[config.mk]
export PLATFORM = sky130hd
export DESIGN_NAME = cmt_ctrl
export DESIGN_NICKNAME = d
export VERILOG_FILES = /design/src/hdl/cmt_pkg.sv /design/src/hdl/cmt_ctrl.sv
export VERILOG_INCLUDE_DIRS = /design/src /design/src/hdl
export SDC_FILE = /design/constraint.sdc
export NUM_CORES = 1
export LEC_CHECK = 0
export BUFFER_PORTS_ARGS = -buffer_cell sky130_fd_sc_hd__buf_2
export CORE_UTILIZATION = 50
export CTS_CLUSTER_SIZE = 30
export DETAILED_ROUTE_END_ITERATION = 12
export PLACE_DENSITY = 0.76
export SETUP_SLACK_MARGIN = 0.2
export SLEW_MARGIN = 20
export SYNTH_ARGS = -nofsm -noshare
export SYNTH_HDL_FRONTEND = slang
export SYNTH_SLANG_ARGS = --single-unit
[constraint.sdc]
create_clock -name clk -period 1.81 [get_ports clk]
set_input_delay 0.181 -clock clk [delete_from_list [all_inputs] [get_ports clk]]
set_output_delay 0.181 -clock clk [all_outputs]
set_load 0.01 [all_outputs]
[src/hdl/cosine_template_matcher_unit_assert.svh]
// Assertion macros used by the control module of the template matcher
`ifndef COSINE_TEMPLATE_MATCHER_UNIT_ASSERT_SVH
`define COSINE_TEMPLATE_MATCHER_UNIT_ASSERT_SVH
`ifndef SYNTHESIS
// same-cycle implication, checked out of reset
`define CMT_ASSERT_IMPL(lbl, clk, rst, ante, cons, msg) \
  lbl: assert property (@(posedge clk) disable iff (rst) (ante) |-> (cons)) \
    else $error(msg);
// next-cycle implication, checked out of reset
`define CMT_ASSERT_NEXT(lbl, clk, rst, ante, cons, msg) \
  lbl: assert property (@(posedge clk) disable iff (rst) (ante) |=> (cons)) \
    else $error(msg);
`else
`define CMT_ASSERT_IMPL(lbl, clk, rst, ante, cons, msg)
`define CMT_ASSERT_NEXT(lbl, clk, rst, ante, cons, msg)
`endif
`endif

[src/hdl/cmt_pkg.sv]
package cmt_pkg;

  localparam int MAX_TEMPLATES = 16;
  localparam int IDX_W = (MAX_TEMPLATES > 1) ? $clog2(MAX_TEMPLATES) : 1;
  localparam int CNT_W = $clog2(MAX_TEMPLATES + 1);
  localparam int USER_W = 8;
  localparam int FEAT_W = 24;
  localparam int SCORE_W = 16;
  localparam int ROOT_W = 32;
  localparam int RAD_W = 2 * ROOT_W;
  localparam int ENTRY_W = USER_W + 2 * FEAT_W + ROOT_W;
  localparam int DIV_STEPS = 31;
  localparam logic signed [SCORE_W-1:0] THRESHOLD_RESET = 16'sd26214;

  typedef enum logic [2:0] {
    ST_ENROLLED  = 3'd0,
    ST_DUPLICATE = 3'd1,
    ST_FULL      = 3'd2,
    ST_MATCH     = 3'd3,
    ST_NOMATCH   = 3'd4,
    ST_EMPTY     = 3'd5
  } status_t;

  typedef enum logic [2:0] {
    RES_ENROLLED,
    RES_DUPLICATE,
    RES_FULL,
    RES_EMPTY,
    RES_AUTH
  } res_sel_t;

  typedef struct packed {
    logic             load_in;
    logic             mul_en;
    logic             mul_tmpl;
    logic             sum_en;
    logic             sqrt_start;
    logic             keep_sf;
    logic             ram_we;
    logic [IDX_W-1:0] ram_addr;
    logic             div_init;
    logic             div_step;
    logic             score_upd;
    logic             score_first;
    logic             load_result;
    res_sel_t         res_sel;
  } cmt_cmd_t;

  typedef struct packed {
    logic user_eq;
    logic sqrt_done;
  } cmt_stat_t;

endpackage

[src/hdl/cmt_ctrl.sv]
`include "cosine_template_matcher_unit_assert.svh"

module cmt_ctrl
  import cmt_pkg::*;
(
  input  logic      clk,
  input  logic      rst,
  input  logic      in_valid,
  output logic      in_ready,
  input  logic      cmd_in,
  output logic      out_valid,
  input  logic      out_ready,
  input  cmt_stat_t stat,
  output cmt_cmd_t  cmd
);

  localparam int DCNT_W = $clog2(DIV_STEPS);

  typedef enum logic [3:0] {
    IDLE, E_RD, E_CMP, E_CHK, MAG_MUL, MAG_SUM, SQ_GO, SQ_WAIT, E_WR,
    A_RD, A_MUL, A_SUM, A_INIT, A_DIV, A_UPD, FIN
  } state_t;

  state_t            state;
  logic              auth;
  logic              dup;
  logic              first;
  logic [CNT_W-1:0]  count;
  logic [CNT_W-1:0]  idx;
  logic [CNT_W-1:0]  idx_next;
  logic [DCNT_W-1:0] dcnt;
  res_sel_t          res_sel;
  logic              accept;
  logic              slot_free;

  assign in_ready  = (state == IDLE);
  assign accept    = in_valid && in_ready;
  assign slot_free = !out_valid || out_ready;
  assign idx_next  = idx + 1'b1;

  // decode commands from the state
  always_comb begin
    cmd             = '0;
    cmd.res_sel     = res_sel;
    cmd.ram_addr    = (state == E_WR) ? count[IDX_W-1:0] : idx[IDX_W-1:0];
    cmd.load_in     = accept;
    cmd.mul_en      = (state == MAG_MUL) || (state == A_MUL);
    cmd.mul_tmpl    = (state == A_MUL);
    cmd.sum_en      = (state == MAG_SUM) || (state == A_SUM);
    cmd.sqrt_start  = (state == SQ_GO);
    cmd.keep_sf     = (state == SQ_WAIT) && stat.sqrt_done && auth;
    cmd.ram_we      = (state == E_WR);
    cmd.div_init    = (state == A_INIT);
    cmd.div_step    = (state == A_DIV);
    cmd.score_upd   = (state == A_UPD);
    cmd.score_first = first;
    cmd.load_result = (state == FIN) && slot_free;
  end

  // sequence the item and hold the result handshake
  always_ff @(posedge clk) begin
    if (rst) begin
      state     <= IDLE;
      count     <= '0;
      out_valid <= 1'b0;
      auth      <= 1'b0;
      dup       <= 1'b0;
      first     <= 1'b0;
      idx       <= '0;
      dcnt      <= '0;
      res_sel   <= RES_EMPTY;
    end else begin
      if ((state == FIN) && slot_free) begin
        out_valid <= 1'b1;
      end else if (out_valid && out_ready) begin
        out_valid <= 1'b0;
      end
      case (state)
        IDLE: begin
          if (accept) begin
            auth <= cmd_in;
            idx  <= '0;
            dup  <= 1'b0;
            if (!cmd_in) begin
              state <= (count == '0) ? E_CHK : E_RD;
            end else if (count == '0) begin
              res_sel <= RES_EMPTY;
              state   <= FIN;
            end else begin
              state <= MAG_MUL;
            end
          end
        end
        E_RD: state <= E_CMP;
        E_CMP: begin
          if (stat.user_eq) begin
            dup <= 1'b1;
          end
          idx   <= idx_next;
          state <= (idx_next == count) ? E_CHK : E_RD;
        end
        E_CHK: begin
          if (dup) begin
            res_sel <= RES_DUPLICATE;
            state   <= FIN;
          end else if (count == CNT_W'(MAX_TEMPLATES)) begin
            res_sel <= RES_FULL;
            state   <= FIN;
          end else begin
            state <= MAG_MUL;
          end
        end
        MAG_MUL: state <= MAG_SUM;
        MAG_SUM: state <= SQ_GO;
        SQ_GO:   state <= SQ_WAIT;
        SQ_WAIT: begin
          if (stat.sqrt_done) begin
            idx   <= '0;
            first <= 1'b1;
            state <= auth ? A_RD : E_WR;
          end
        end
        E_WR: begin
          count   <= count + 1'b1;
          res_sel <= RES_ENROLLED;
          state   <= FIN;
        end
        A_RD:  state <= A_MUL;
        A_MUL: state <= A_SUM;
        A_SUM: state <= A_INIT;
        A_INIT: begin
          dcnt  <= '0;
          state <= A_DIV;
        end
        A_DIV: begin
          dcnt <= dcnt + 1'b1;
          if (dcnt == DCNT_W'(DIV_STEPS - 1)) begin
            state <= A_UPD;
          end
        end
        A_UPD: begin
          first <= 1'b0;
          idx   <= idx_next;
          if (idx_next == count) begin
            res_sel <= RES_AUTH;
            state   <= FIN;
          end else begin
            state <= A_RD;
          end
        end
        FIN: begin
          if (slot_free) begin
            state <= IDLE;
          end
        end
        default: state <= IDLE;
      endcase
    end
  end

  `CMT_ASSERT_IMPL(a_count_bound, clk, rst, 1'b1, count <= CNT_W'(MAX_TEMPLATES), "count overrun")
  `CMT_ASSERT_IMPL(a_write_room, clk, rst, cmd.ram_we, count < CNT_W'(MAX_TEMPLATES), "write when full")
  `CMT_ASSERT_IMPL(a_result_slot, clk, rst, cmd.load_result, slot_free, "result overwritten")
  `CMT_ASSERT_NEXT(a_one_item, clk, rst, accept, !in_ready, "second item taken")

endmodule

==> impl_metrics.ini, run 1 <==
[synth]
syn_avg_cell_area_um2 = 7.35
yosys.area.top_type = dfxtp_1
synth_area_mm2 = 0.00168
synth_fp_nets = 241
ys_seq_area_frac = 0.309
syn-instance-count = 229
yosys-top-cells-area = dfxtp_1 (31%), nor2_1 (7.6%), nand2_1 (5.8%)
yosysTopAreaCellShare = 0.309
ys_types = 49
ys.flop_type = dfxtp_1
yosys_register_bits = 26
synth_edf_count = 0
ys_async_sr_fraction = 0
synth_warnings = 0

[die]
die_x_um = 60.0
fp.dieH_um = 60.0
core_area_mm2 = 0.00313
io_pins = 28
num_rows = 20
die_area_mm2 = 0.00360
start_util = 0.538

[timing]
fmax_ghz = 0.562
worst_pin_slew_ps = 312
max_slew_margin = 0.790
setup_ws_ps = 32.2
final_hold_viol_count = 0
rsz0062_at_grt = true
slew_viol_final = 0
fin_skew_ps = 4.07
setup_viol = 0
period_needed_ps = 1780
fin_crit_sh = 0.982
hold_slack_ps = 104

[cells_and_area]
final_common_cell = buf_4
layout_common_cells = buf_4 (50), nor2_1 (27), buf_2 (22)
nets = 319
area_delta_synth_final_pct = 55.4
utilization = 0.836
multi_input_area_mm2 = 0.00126
drive_above_1_share = 0.467
num_antenna_cells = 0
fill_cells = 169
regArea_um2 = 548
final_cell_count_no_fill = 350

[pwr]
p_leak_nw = 1.18
pwr_density_cell_mw_per_mm2 = 1290
power_mw = 3.38
vdd_ir_drop_max_mv = 0.649

[run]
maxCapViolations = 0

[grt]
grt_pass1_wl_um = 7720
grt.overflow.total = 0
grtUsageTotal = 0.283
first_global_vias = 1805
grt_max_degree = 17
antenna_found_initial = 0

[critical_path]
endpoint_kind = output pin
cp_max_fo = 5
cp.required_ps = 1630
arrival_ps = 1600
reg2reg_to = idx[2]$_SDFFE_PP0P_
rr_startpoint = state[0]$_SDFFE_PP0P_
crit_type = reg -> out
reg2reg_setup_slack_ps = 70
start_kind = register
r2r_cells = 6

[detailed_routing]
viasPerCell = 5.87
first_iter_violations = 131
wl_per_cell_um = 16.5
ant_nets = 0
vias = 2054
dr.pass1.iters = 5
drc = 0
drt-total-wl_um = 5760

[clock_network]
cts_tree = yes
clock_sinks = 26
clkTransAtPathRegs_ps = 150
clk_latency_ps = 330
clk_path_buf_depth = 2
htreeDepth = 1
cts_buffers = 3
cts_root_buf = clkbuf_4

[place]
io_buffer_count = 27
finalWeightedCongestion = 0.956
place_ws_ps = 24.4
dp_hpwl_um = 2990
dp.cells = 309

[hold_path]
hold_start = stat[1]
whs_endpoint = dup$_SDFFE_PP0P_
hp-class = in -> reg
whs_path_depth = 3

[outcome]
outcome = finished clean
## synthesized netlist by cell type (3+ instances only)
cell      count
a21oi_1      19
and2_1        3
buf_2         3
clkbuf_1      5
dfxtp_1      26
ha_1          5
inv_1         9
mux2_2        3
nand2_1      26
nand2b_1      4
nand3_1       7
nand3b_1      4
nand4_1       3
nor2_1       34
nor2b_1       7
nor3_1        6
o21ai_0      10
o21ai_1       5
xnor2_1       4
xor2_1        5
## critical path, cell delays in order, from the launching register on
cell and delay (ps):
dfxtp_4 400, nor3_4 220, nand2_2 110, inv_4 100
mux2_4 310, buf_6 120
## state kept, by name, indices dropped and copies added, names as in the netlist, 3 cells and up
register  flops
count         5
dcnt          5
idx           5
state         4
res_sel       3
## timing repair
action                     CTS  global route
setup endpoints to repair   29            29
hold buffers                 0             0
cloned                       0             1
pin swaps                   14            15
gates resized for setup     47            29
setup buffers               19            17
## worst max-delay path by stage
stage	slack, ps	depth (start not counted)	startpoint	to
global placement	40	7	idx[1]$_SDFFE_PP0P_	res_sel[1]$_SDFFE_PP1P_
finish	30	5	state[1]$_SDFFE_PP0P_	cmd[11]
global route	-30	6	state[2]$_SDFFE_PP0P_	cmd[6]
floorplan	190	8	count[0]$_SDFFE_PP0P_	state[0]$_SDFFE_PP0P_
CTS	70	5	state[1]$_SDFFE_PP0P_	cmd[11]
detailed placement	20	7	idx[1]$_SDFFE_PP0P_	res_sel[0]$_SDFFE_PP1P_
## logic make-up after synthesis
family          Yosys count  share of synthesized area
mux                       5                     0.0320
flops                    26                      0.309
compound gates           55                      0.204
fa+ha+maj                 5                     0.0372
simple gates            106                      0.306
buf+inv                  23                     0.0647
xor+xnor                  9                     0.0468
## area by class of cell
type	count	area share
clock buffer	4	0.0139
inverter	10	0.0163
sequential	26	0.210
multi-input combinational	180	0.482
timing repair buffer	86	0.257
tap	44	0.0211
## metrics by stage
stage | area (µm²) | setup TNS, ps
floorplan | 1710 | 0
global placement | 2010 | 0
detailed placement | 2010 | 0
CTS | 2350 | 0
global route | 2620 | -57.5
finish | 2620 | 0
## per-layer routing
metal / up-vias / part of all wire / routed length, µm / global-route usage
met5: - / 0 / 0 / 0
li1: 959 / - / - / -
met3: 23 / 0.056 / 324 / 0.0260
met2: 112 / 0.50 / 2910 / 0.502
met4: 0 / 0.032 / 187 / 0.163
met1: 960 / 0.41 / 2340 / 0.328
## where the power goes
part	switching (mW)	internal, mW
clock	0.187	0.123
sequential	0.137	0.672
combinational	1.10	1.16
Power figures use the tool's default switching activity.
==> inputs of run 2 (changes only) <==
- clock period: 1.81 -> 1.6 ns (I/O delays scaled with it)
==> run 2 against run 1 <==
Against the previous run: the run now fails in global routing; synthesized area did not move; synthesized cell count did not move.
==> impl_metrics.ini, run 2 <==
[synth]
yosysMostFrequentCell = nor2_1
synthTopCellsByCount = nor2_1 (34), dfxtp_1 (26), nand2_1 (26)
synth_warnings = 0
ys_seq_area_frac = 0.309
ys.flop_type = dfxtp_1
syn-instance-count = 229
yosys_register_bits = 26
ys_types = 49
yosys.area.top_type = dfxtp_1
yosysTopAreaCellShare = 0.309
syn_avg_cell_area_um2 = 7.35
yosys-top-cells-area = dfxtp_1 (31%), nor2_1 (7.6%), nand2_1 (5.8%)
synth_edf_count = 0
synth_area_mm2 = 0.00168
ys_async_sr_fraction = 0
synth_fp_nets = 241

[die]
start_util = 0.538
num_rows = 20
io_pins = 28
die_x_um = 60.0
fp.dieH_um = 60.0

[outcome]
stop_stage = global routing
outcome = stopped before the end
error_message = [ERROR GRT-0232] Routing congestion too high. Check the congestion heatmap in the GUI.

[grt]
grtUsageTotal = 0.811
grt_max_degree = 20
grt.overflow.total = 103

[place]
place_ws_ps = -70.7
io_buffer_count = 27
dp_hpwl_um = 3170
place_area_mm2 = 0.00218
finalWeightedCongestion = 0.954

[timing]
postGrtWorstEndpoint = cmd[9]
endpoint_type = output port

[clock_network]
cts_root_buf = clkbuf_4
clock_sinks = 26
clk_path_buf_depth = 2
cts_buffers = 3
htreeDepth = 1
==> run 2: per-layer routing <==
layer  global-route usage  GRT overflow
met1                0.783             0
met2                 1.01            53
met3                0.530             0
met4                 1.02            50
met5                0.175             0
==> run 2: cells by family after synthesis <==
| group | Yosys count | share of synthesized area |
|---|---|---|
| AOI/OAI and AO/OA | 55 | 0.204 |
| xor gates and xnor gates | 9 | 0.0468 |
| adders and majority gates | 5 | 0.0372 |
| buffers and inverters | 23 | 0.0647 |
| DFF | 26 | 0.309 |
| muxes | 5 | 0.0320 |
| and+or+nand+nor | 106 | 0.306 |
==> run 2: what timing repair did <==
item,in CTS
gates resized for setup,71
hold buffers,0
setup endpoints to repair,37
buffers inserted,17
pin swaps,18
==> run 2: through the flow <==
stage / util / std cells / TNS [ps]
after floorplan: - / 229 / -15.8
after global placement: 0.698 / 326 / -55.8
after detailed placement: 0.698 / 326 / -250
after CTS: 0.832 / 347 / -2160
==> inputs of run 3 (changes only) <==
- CORE_UTILIZATION: 50 -> 40
- CTS_CLUSTER_SIZE: 30 -> not set
- PLACE_DENSITY: 0.76 -> not set
- PLACE_DENSITY_LB_ADDON: not set -> 0.15
- SETUP_SLACK_MARGIN: 0.2 -> not set
- clock period: 1.6 -> 2.08 ns (I/O delays scaled with it)
==> run 3 against run 2 <==
Against the previous run: the run now ends clean.
==> impl_metrics.ini, run 3 (synthesis gave the netlist of run 1 again) <==
[timing]
worst_pin_slew_ps = 502
fin_crit_sh = 0.939
setup_viol = 0
fin_tns_setup_ps = 0
rsz0062_at_grt = false
fmax_ghz = 0.512
final_hold_viol_count = 0
period_needed_ps = 1950
fin_skew_ps = 4.17
hold_slack_ps = 212
max_slew_margin = 0.665
slew_viol_final = 0
setup_ws_ps = 126

[die]
die_area_mm2 = 0.00447
fp.dieH_um = 66.9
io_pins = 28
start_util = 0.418
die_x_um = 66.9
core_area_mm2 = 0.00403
num_rows = 23

[grt]
grtUsageMet1 = 0.261
grt_max_degree = 29
grt_pass1_wl_um = 6560
first_global_vias = 1410
busiest_layer = met2
antenna_found_initial = 0
met3_usage = 0.0205
met2_usage = 0.311
grt.overflow.total = 0
grtUsageTotal = 0.189

[clock_network]
cts_buffers = 3
cts_tree = yes
clk_path_buf_depth = 2
clkTransAtPathRegs_ps = 90
cts_setup_buffers = 0
clk_latency_ps = 270
htreeDepth = 1
cts_root_buf = clkbuf_8
clock_sinks = 26

[cells_and_area]
top_regs = count (5), dcnt (5), idx (5)
layout_common_cells = nor2_1 (34), buf_2 (27), nand2_1 (26)
nets = 268
regArea_um2 = 524
multi_input_area_mm2 = 0.00106
fill_cells = 432
final_common_cell = nor2_1
final_cell_count_no_fill = 305
drive_above_1_share = 0.200
area_delta_synth_final_pct = 15.2
num_antenna_cells = 0

[pwr]
power.share.clock = 0.164
power_mw = 2.00
vdd_ir_drop_max_mv = 0.363
power.internal_mw = 1.15
power_frac_seq = 0.356
p_leak_nw = 0.862
pwr_density_cell_mw_per_mm2 = 1030
switchingPower_mw = 0.847
comb_power_share = 0.480
swShare = 0.424

[detailed_routing]
ant_nets = 0
dr.pass1.iters = 4
wl_per_cell_um = 12.8
drt-total-wl_um = 3910
drc = 0
first_iter_violations = 87
vias = 1603
viasPerCell = 5.26

[critical_path]
start_kind = register
cp_max_fo = 10
cp.required_ps = 1870
arrival_ps = 1750
endpoint_kind = output pin
r2r_cells = 7
reg2reg_to = res_sel[0]$_SDFFE_PP1P_
rr_startpoint = idx[0]$_SDFFE_PP0P_
crit_type = reg -> out
reg2reg_setup_slack_ps = 210

[run]
maxCapViolations = 0

[place]
place_ws_ps = 127
finalWeightedCongestion = 0.818
dp_hpwl_um = 2940
dp.cells = 301
io_buffer_count = 27

[hold_path]
whs_endpoint = dup$_SDFFE_PP0P_
whs_path_depth = 3
hp-class = in -> reg
hold_start = stat[1]

[outcome]
outcome = finished clean
==> run 3: critical path, stage by stage (launching register included) <==
cell,delay (ps)
dfxtp_1,430
nor3_2,280
nand2_1,120
inv_2,170
mux2_2,350
buf_2,140
==> run 3: per-layer routing <==
metal / share of wire / up-vias
met1: 0.49 / 732
li1: - / 847
met3: 0.030 / 2
met5: 0 / -
met2: 0.47 / 22
met4: 0.0069 / 0
==> run 3: final cells by class <==
class	instances	share of cell area
multi-input combinational	180	0.549
sequential	26	0.270
inverter	10	0.0194
tap	50	0.0323
timing repair buffer	35	0.101
clock buffer	4	0.0284
==> run 3: how the worst max path moves through the flow <==
stage,to,start,cells after the start
after floorplan,state[0]$_SDFFE_PP0P_,count[0]$_SDFFE_PP0P_,8
after global placement,res_sel[0]$_SDFFE_PP1P_,count[0]$_SDFFE_PP0P_,7
after detailed placement,res_sel[0]$_SDFFE_PP1P_,count[0]$_SDFFE_PP0P_,7
after CTS,cmd[8],state[0]$_SDFFE_PP0P_,5
after global routing,cmd[8],state[1]$_SDFFE_PP0P_,5
final,cmd[8],state[1]$_SDFFE_PP0P_,5
==> run 3: repair_timing <==
item / CTS / global route
gates resized for setup: 0 / 5
setup endpoints to repair: 0 / 6
hold buffers: 0 / 0
==> run 3: power groups by stage <==
| stage | registers (mW) | logic [mW] | clock network (mW) |
|---|---|---|---|
| finish | 0.711 | 0.960 | 0.327 |
| global route | 0.730 | 1.08 | 0.356 |
| CTS | 0.698 | 0.951 | 0.339 |
| detailed placement | 0.710 | 0.945 | 0 |
| global placement | 0.710 | 0.956 | 0 |
| floorplan | 0.620 | 0.780 | 0 |
==> run 3: stage by stage <==
stage / util / cell area [µm²]
floorplan: - / 1680
global placement: 0.464 / 1870
detailed placement: 0.464 / 1870
CTS: 0.478 / 1920
global route: 0.481 / 1940
finish: 0.481 / 1940
